==> config.mk <==
export PLATFORM = sky130hd
export DESIGN_NAME = can_rx_object_decode_queue_top
export DESIGN_NICKNAME = d
export VERILOG_FILES = /design/src/rtl/core/can_rxq_pkg.sv /design/src/rtl/core/can_rxq_ram.sv /design/src/rtl/core/can_rxq_decode.sv /design/src/rtl/core/can_rx_object_decode_queue_top.sv
export SDC_FILE = /design/constraint.sdc
export NUM_CORES = 2
export LEC_CHECK = 0
export ABC_AREA = 0
export ABC_CLOCK_PERIOD_IN_PS = 21200
export BUFFER_PORTS_ARGS = -buffer_cell sky130_fd_sc_hd__buf_4
export CORE_ASPECT_RATIO = 0.9
export CORE_MARGIN = 3
export CORE_UTILIZATION = 47
export CTS_BUF_LIST = sky130_fd_sc_hd__clkbuf_8
export CTS_CLUSTER_DIAMETER = 150
export DETAILED_ROUTE_END_ITERATION = 8
export PLACE_DENSITY = 0.65
export SKIP_CTS_REPAIR_TIMING = 1
export SLEW_MARGIN = 20
export SYNTH_ARGS = -nofsm -noshare
export SYNTH_HDL_FRONTEND = slang
export SYNTH_MEMORY_MAX_BITS = 65536
export SYNTH_SLANG_ARGS = --single-unit
==> constraint.sdc <==
create_clock -name clk -period 21.2 [get_ports clk]
set_clock_uncertainty 0.1 [all_clocks]
set_input_delay 1.06 -clock clk [delete_from_list [all_inputs] [get_ports clk]]
set_output_delay 1.06 -clock clk [all_outputs]
set_load 0.03 [all_outputs]
==> src/rtl/core/can_rxq_pkg.sv <==
`timescale 1ns / 1ps
// ----------------------------------------------------------------------------
// can_rxq_pkg
// Shared types and constants for the receive object decoder and frame ring.
// ----------------------------------------------------------------------------
package can_rxq_pkg;

    localparam int BASE_W  = 11;
    localparam int EXT_W   = 18;
    localparam int IDENT_W = BASE_W + EXT_W;
    localparam int LEN_W   = 4;
    localparam int STAMP_W = 32;
    localparam int DATA_W  = 64;
    localparam int CNT_W   = 32;
    localparam int HELD_W  = 5;
    localparam int BYTES   = DATA_W / 8;

    localparam logic [LEN_W-1:0] MAX_LEN = 4'd8;

    typedef enum logic [1:0] {
        KIND_PUSH  = 2'd0,
        KIND_POP   = 2'd1,
        KIND_CLEAR = 2'd2
    } kind_t;

    typedef struct packed {
        logic [IDENT_W-1:0] ident;
        logic               extended;
        logic               remote;
        logic [LEN_W-1:0]   length;
        logic [STAMP_W-1:0] stamp;
        logic [DATA_W-1:0]  payload;
    } frame_t;

endpackage

==> src/rtl/core/can_rxq_ram.sv <==
`timescale 1ns / 1ps
// ----------------------------------------------------------------------------
// can_rxq_ram
// Generic single write port, single read port memory with registered read.
// ----------------------------------------------------------------------------
module can_rxq_ram #(
    parameter int WIDTH = 8,
    parameter int DEPTH = 32
) (
    input  logic                             clk,
    input  logic                             wr_en,
    input  logic [$clog2(DEPTH)-1:0]         wr_addr,
    input  logic [WIDTH-1:0]                 wr_data,
    input  logic                             rd_en,
    input  logic [$clog2(DEPTH)-1:0]         rd_addr,
    output logic [WIDTH-1:0]                 rd_data
);

    logic [WIDTH-1:0] mem [DEPTH];
    logic [WIDTH-1:0] rd_data_reg;

    always_ff @(posedge clk)
    begin
        if (wr_en)
        begin
            mem[wr_addr] <= wr_data;
        end
        if (rd_en)
        begin
            rd_data_reg <= mem[rd_addr];
        end
    end

    assign rd_data = rd_data_reg;

endmodule

==> src/rtl/core/can_rxq_decode.sv <==
`timescale 1ns / 1ps
// ----------------------------------------------------------------------------
// can_rxq_decode
// Turns a raw receive object into a frame: identifier swap, length clamp and
// masking of unused data bytes.
// ----------------------------------------------------------------------------
module can_rxq_decode
    import can_rxq_pkg::*;
(
    input  logic [31:0]        obj_id_word,
    input  logic [31:0]        obj_ctrl_word,
    input  logic [STAMP_W-1:0] obj_stamp,
    input  logic [DATA_W-1:0]  obj_payload,
    output frame_t             frame
);

    logic [LEN_W-1:0] code;
    logic [LEN_W-1:0] len;
    logic             ext;
    logic             rem;

    assign code = obj_ctrl_word[LEN_W-1:0];
    assign ext  = obj_ctrl_word[4];
    assign rem  = obj_ctrl_word[5];
    assign len  = (code > MAX_LEN) ? MAX_LEN : code;

    always_comb
    begin
        frame          = '0;
        frame.extended = ext;
        frame.remote   = rem;
        frame.length   = len;
        frame.stamp    = obj_stamp;
        if (ext)
        begin
            frame.ident = {obj_id_word[BASE_W-1:0], obj_id_word[BASE_W+EXT_W-1:BASE_W]};
        end
        else
        begin
            frame.ident = {{EXT_W{1'b0}}, obj_id_word[BASE_W-1:0]};
        end
        // keep only bytes below the length, none for remote frames
        for (int i = 0; i < BYTES; i++)
        begin
            if (!rem && (LEN_W'(i) < len))
            begin
                frame.payload[i*8 +: 8] = obj_payload[i*8 +: 8];
            end
        end
    end

endmodule

==> src/rtl/core/can_rx_object_decode_queue_top.sv <==
`timescale 1ns / 1ps
// ----------------------------------------------------------------------------
// can_rx_object_decode_queue_top
// Receive object decoder feeding a frame ring held in one synchronous memory.
//
// Input channel (in_valid / in_stall) carries one item: a push of a raw
// receive object, a pop of the oldest frame, or a clear of ring and counters.
// Every item gives exactly one result item on the output channel
// (out_valid / out_stall) in the cycle after it is accepted.
// Unstalled throughput is one item per cycle: a push is one memory write,
// a pop is one memory read whose registered data feeds the result directly.
// The ring keeps one slot empty and so holds up to RING_DEPTH-1 frames.
// While a result waits under out_stall, in_stall is raised and ring state and
// counters hold, so the waiting result stays unchanged.
// Reset empties the ring and zeroes both counters at once; memory contents
// are not cleared, only slots between the read and write indices are read.
// ----------------------------------------------------------------------------
module can_rx_object_decode_queue_top
    import can_rxq_pkg::*;
#(
    parameter int RING_DEPTH = 32
) (
    input  logic               clk,
    input  logic               rst_n,
    input  logic               in_valid,
    output logic               in_stall,
    input  logic [1:0]         kind,
    input  logic [31:0]        obj_id_word,
    input  logic [31:0]        obj_ctrl_word,
    input  logic [STAMP_W-1:0] obj_stamp,
    input  logic [DATA_W-1:0]  obj_payload,
    output logic               out_valid,
    input  logic               out_stall,
    output logic               frame_valid,
    output logic [IDENT_W-1:0] frame_ident,
    output logic               frame_extended,
    output logic               frame_remote,
    output logic [LEN_W-1:0]   frame_length,
    output logic [DATA_W-1:0]  frame_payload,
    output logic [STAMP_W-1:0] frame_stamp,
    output logic               push_dropped,
    output logic [CNT_W-1:0]   overflow_total,
    output logic [CNT_W-1:0]   received_total,
    output logic [HELD_W-1:0]  entries_held
);

    localparam int AW = $clog2(RING_DEPTH);
    localparam int HW = (AW + 1 > HELD_W) ? AW + 1 : HELD_W;
    localparam logic [AW-1:0] LAST_SLOT = AW'(RING_DEPTH - 1);

    logic             accept;
    frame_t           dec_frame;
    frame_t           rd_frame;

    logic [AW-1:0]    wr_idx_reg, wr_idx_next;
    logic [AW-1:0]    rd_idx_reg, rd_idx_next;
    logic [CNT_W-1:0] ovf_cnt_reg, ovf_cnt_next;
    logic [CNT_W-1:0] rcv_cnt_reg, rcv_cnt_next;
    logic             out_valid_reg, out_valid_next;
    logic             hit_reg, hit_next;
    logic             drop_reg, drop_next;

    logic [AW-1:0]    wr_idx_inc;
    logic [AW-1:0]    rd_idx_inc;
    logic             ring_full;
    logic             ring_empty;
    logic             mem_wr;
    logic             mem_rd;
    logic [HW-1:0]    held_full;

    assign accept     = in_valid && !in_stall;
    assign in_stall   = out_valid_reg && out_stall;
    assign wr_idx_inc = (wr_idx_reg == LAST_SLOT) ? '0 : wr_idx_reg + 1'b1;
    assign rd_idx_inc = (rd_idx_reg == LAST_SLOT) ? '0 : rd_idx_reg + 1'b1;
    assign ring_full  = (wr_idx_inc == rd_idx_reg);
    assign ring_empty = (wr_idx_reg == rd_idx_reg);

    can_rxq_decode u_decode (
        .obj_id_word   (obj_id_word),
        .obj_ctrl_word (obj_ctrl_word),
        .obj_stamp     (obj_stamp),
        .obj_payload   (obj_payload),
        .frame         (dec_frame)
    );

    can_rxq_ram #(
        .WIDTH ($bits(frame_t)),
        .DEPTH (RING_DEPTH)
    ) u_ring (
        .clk     (clk),
        .wr_en   (mem_wr),
        .wr_addr (wr_idx_reg),
        .wr_data (dec_frame),
        .rd_en   (mem_rd),
        .rd_addr (rd_idx_reg),
        .rd_data (rd_frame)
    );

    always_comb
    begin
        wr_idx_next    = wr_idx_reg;
        rd_idx_next    = rd_idx_reg;
        ovf_cnt_next   = ovf_cnt_reg;
        rcv_cnt_next   = rcv_cnt_reg;
        hit_next       = hit_reg;
        drop_next      = drop_reg;
        mem_wr         = 1'b0;
        mem_rd         = 1'b0;
        out_valid_next = accept || (out_valid_reg && out_stall);
        if (accept)
        begin
            hit_next  = 1'b0;
            drop_next = 1'b0;
            unique case (kind)
                KIND_PUSH:
                begin
                    rcv_cnt_next = (rcv_cnt_reg == '1) ? rcv_cnt_reg : rcv_cnt_reg + 1'b1;
                    if (ring_full)
                    begin
                        drop_next    = 1'b1;
                        ovf_cnt_next = (ovf_cnt_reg == '1) ? ovf_cnt_reg
                                                           : ovf_cnt_reg + 1'b1;
                    end
                    else
                    begin
                        mem_wr      = 1'b1;
                        wr_idx_next = wr_idx_inc;
                    end
                end
                KIND_POP:
                begin
                    if (!ring_empty)
                    begin
                        hit_next    = 1'b1;
                        mem_rd      = 1'b1;
                        rd_idx_next = rd_idx_inc;
                    end
                end
                KIND_CLEAR:
                begin
                    wr_idx_next  = '0;
                    rd_idx_next  = '0;
                    ovf_cnt_next = '0;
                    rcv_cnt_next = '0;
                end
                default:
                begin
                end
            endcase
        end
    end

    always_ff @(posedge clk or negedge rst_n)
    begin
        if (!rst_n)
        begin
            wr_idx_reg    <= '0;
            rd_idx_reg    <= '0;
            ovf_cnt_reg   <= '0;
            rcv_cnt_reg   <= '0;
            out_valid_reg <= 1'b0;
            hit_reg       <= 1'b0;
            drop_reg      <= 1'b0;
        end
        else
        begin
            wr_idx_reg    <= wr_idx_next;
            rd_idx_reg    <= rd_idx_next;
            ovf_cnt_reg   <= ovf_cnt_next;
            rcv_cnt_reg   <= rcv_cnt_next;
            out_valid_reg <= out_valid_next;
            hit_reg       <= hit_next;
            drop_reg      <= drop_next;
        end
    end

    // fill level from the indices, which hold while a result waits
    always_comb
    begin
        if (wr_idx_reg >= rd_idx_reg)
        begin
            held_full = HW'(wr_idx_reg) - HW'(rd_idx_reg);
        end
        else
        begin
            held_full = HW'(wr_idx_reg) + HW'(RING_DEPTH) - HW'(rd_idx_reg);
        end
    end

    assign out_valid      = out_valid_reg;
    assign frame_valid    = hit_reg;
    assign frame_ident    = hit_reg ? rd_frame.ident    : '0;
    assign frame_extended = hit_reg ? rd_frame.extended : 1'b0;
    assign frame_remote   = hit_reg ? rd_frame.remote   : 1'b0;
    assign frame_length   = hit_reg ? rd_frame.length   : '0;
    assign frame_payload  = hit_reg ? rd_frame.payload  : '0;
    assign frame_stamp    = hit_reg ? rd_frame.stamp    : '0;
    assign push_dropped   = drop_reg;
    assign overflow_total = ovf_cnt_reg;
    assign received_total = rcv_cnt_reg;
    assign entries_held   = held_full[HELD_W-1:0];

    // assertions
    a_stall_only_when_pending: assert property (@(posedge clk) disable iff (!rst_n)
        in_stall |-> out_valid_reg)
        else $error("input stalled with no result pending");

    a_drop_not_pop: assert property (@(posedge clk) disable iff (!rst_n)
        out_valid_reg |-> !(hit_reg && drop_reg))
        else $error("result marked both popped and dropped");

    a_clear_empties: assert property (@(posedge clk) disable iff (!rst_n)
        (accept && kind == KIND_CLEAR) |=>
            (ovf_cnt_reg == '0 && rcv_cnt_reg == '0 && wr_idx_reg == rd_idx_reg))
        else $error("clear left ring or counters non-zero");

    a_index_range: assert property (@(posedge clk) disable iff (!rst_n)
        (int'(wr_idx_reg) < RING_DEPTH) && (int'(rd_idx_reg) < RING_DEPTH))
        else $error("ring index beyond depth");

    a_pop_hit: assert property (@(posedge clk) disable iff (!rst_n)
        (accept && kind == KIND_POP && !ring_empty) |=> (out_valid_reg && hit_reg))
        else $error("pop of non-empty ring gave no frame");

endmodule

==> reports/results.ini <==
[timing]
holdWs_ns=0.141
tightest_slew_ns=1.18
setup_viol_count_final=0
period_needed_ns=6.72
slew_headroom_pct=21.3
finalMaxSlewViolations=0
setup_tns_ns=0
timing.final.hold_violations=0
rsz0062_at_grt=no
period_share_pct=31.7
fmax_ghz=0.149

[placed_design]
dp_hpwl_mm=201
place.gp.congestion=0.788
port_buffers=340
placedCellCount=11992

[routing]
drt_pass1_iterations=5
drtIter0Drc=9244
finalWirelength_mm=430
wl_per_cell_um=32.5
drc=0
ant_nets=0
routed_via_density=6.09
via_count=80559

[grt]
grt_first_pass_wirelength_mm=611
grt_usage_pct=23.3
grt_overflow=0
grt_pass1_vias=83051
antenna_found_initial=32
grt_max_degree=147

[floorplan]
die_h_um=574
core_um2=355000
pin_count=370
core.rowCount=207
fp.dieW_um=637
dieArea_um2=366000
start_util_pct=47.4

[synthesis]
synth-compound-area-share_pct=0.543
synthFlopType=edfxtp_1
synth_top_area_cell=edfxtp_1
synth.mux.area_fraction_pct=17.6
synth_seq_area_share_pct=78.2
yosys.area_share.simple_pct=2.45
synth_edf_count=4323
synth_xor_area_share_pct=0.156
synth_top_area_share_pct=77.1
yosys_warnings=0
post_synth_num_cell_types=56
synth_fp_nets=7347
syn_inst=7166
avgSynthCellArea_um2=23.5
synth_top_family_by_area=multiplexers
synthArstFlopShare_pct=1.75
synth-adder-area-share_pct=0.116
synth_area_um2=168000
ys_ff_latch=4400
synth_area_leaders=edfxtp_1, mux4_2, dfrtp_1, nand2_1, and2_1

[final_layout]
layout-drive-gt1-share_pct=31.7
regArea_um2=132000
nFillCells=26718
multi_input_comb_area_um2=35500
largest_reg_flops=4192
num-nets-final=8161
final_cells=13231
areaGrowthSynthToFinish_pct=12.7
final_core_util_pct=53.4

[clock_network]
cts.path.max_buffers=4
root_buffer=clkbuf_8
clk_latency_ns=1.21
clk_pin_slew_ns=0.07
clock_sinks=4400
cts_buffers=684
cts_tree=built
cts_max_level=6

[job]
maxCapViolations=0

[critical_path]
worstSetupPathType=reg -> reg
worstSetupEndpointType=flop
critPathLaunchType=flop
cp.required_ns=21.88
cp_max_fo=41
r2r_slack_ns=14.48
worstPathArrival_ns=7.40

[power_and_ir_drop]
p_per_area_nw_per_um2=109
leakagePower_nw=60.1
power.ir.vdd_worst_mv=0.0971

[status]
status=finished, final reports clean

[hold_path]
hold_path_class=in -> reg

[synthesized netlist by cell type, drive strengths merged, types with 2 or more instances]
cell type / instances
nand2b: 2
a22o: 5
a21o: 5
o32ai: 2
or4: 5
mux2i: 2
nand4: 16
xnor2: 20
a31oi: 9
o22ai: 2
o31a: 2
o41ai: 4
dfrtp: 77
and3: 10
a41oi: 2
a21oi: 22
nor4: 9
a211oi: 2
inv: 24
mux4: 1310
mux2: 12
clkbuf: 273
nor2b: 17
or3: 15
nand3: 35
and2: 211
xor2: 10
nand3b: 3
ha: 14
or2: 3
nor3: 16
nor4b: 2
nor2: 89
o31ai: 49
buf: 96
o21ai: 19
nand2: 431
and4: 5
edfxtp: 4323
[report_power, final]
part	total [mW]	internal (mW)	switching, mW
Clock	6.48	3.19	3.28
Sequential	9.84	9.72	0.118
Combinational	4.42	2.24	2.19
[placed cells by master (no fill, tap or decap), types with 19 or more instances in the layout]
master    instances
buf_4           453
nor2_4           32
a21oi_1          21
clkbuf_8        692
inv_1           253
o21ai_0          19
nand2_1         431
and2_1          204
clkinv_1        178
nand3_1          34
mux4_2         1310
edfxtp_1       4323
clkinv_2         55
nor2_1           55
o31ai_1          49
xnor2_1          20
buf_12           36
dfrtp_1          71
[per-stage QoR]
step	setup slack [ns]	area [um^2]	total power, mW
global route	13.81	190000	21.6
floorplan	9.04	168000	13.3
detailed placement	14.17	177000	14.5
global placement	14.15	177000	14.5
CTS	14.16	190000	21.0
finish	14.48	190000	20.7
[critical path, stage by stage (launching register included)]
cell	delay, ns
dfrtp_1	0.47
ha_1	0.25
and3_1	0.18
ha_1	0.24
nor2b_1	0.13
mux2i_1	0.11
xnor2_1	0.18
a21oi_2	0.22
nand3_1	0.63
nor2_4	1.03
buf_4	0.71
buf_4	0.94
buf_4	0.94
[area by class of cell]
class / instances / share of cell area (%)
timing repair buffer: 497 / 2.24
antenna: 16 / 0.0211
clock inverter: 527 / 1.44
clock buffer: 692 / 5.02
inverter: 24 / 0.0514
multi-input combinational: 2373 / 18.7
tap: 4702 / 3.10
sequential: 4400 / 69.4
[metal layers]
| layer | GRT usage, % | up-vias | routed length (um) |
|---|---|---|---|
| met5 | 0 | - | 95 |
| met4 | 6.69 | 14 | 10700 |
| met3 | 3.57 | 628 | 31400 |
| met2 | 39.1 | 3610 | 219000 |
| met1 | 32.1 | 44198 | 169000 |
| li1 | - | 32109 | - |
[worst paths after layout]
path                                           start                              to  cells past startpoint
max                        wr_idx_reg[0]$_DFFE_PN0P_   u_ring.mem[20][104]$_DFFE_PP_                     12
min                                        out_stall             out_valid$_DFF_PN0_                      3
max reg2reg                wr_idx_reg[0]$_DFFE_PN0P_   u_ring.mem[20][104]$_DFFE_PP_                     12
min reg2reg                 push_dropped$_DFFE_PN0P_        push_dropped$_DFFE_PN0P_                      2
max in group asynchronous                      rst_n       rd_idx_reg[0]$_DFFE_PN0P_                      2
min in group asynchronous                      rst_n  overflow_total[15]$_DFFE_PN0P_                      2
[cell families (layout without fill, tap and decap cells)]
kind of cell,count (synthesis),count (layout)
muxes,1324,1324
adders and majority gates,15,15
buffers and inverters,393,1740
other,0,16
and+or+nand+nor,871,871
xor gates and xnor gates,30,30
AOI/OAI and AO/OA,133,133
DFF,4400,4400
No activity file was read; power rests on OpenSTA's default activity.
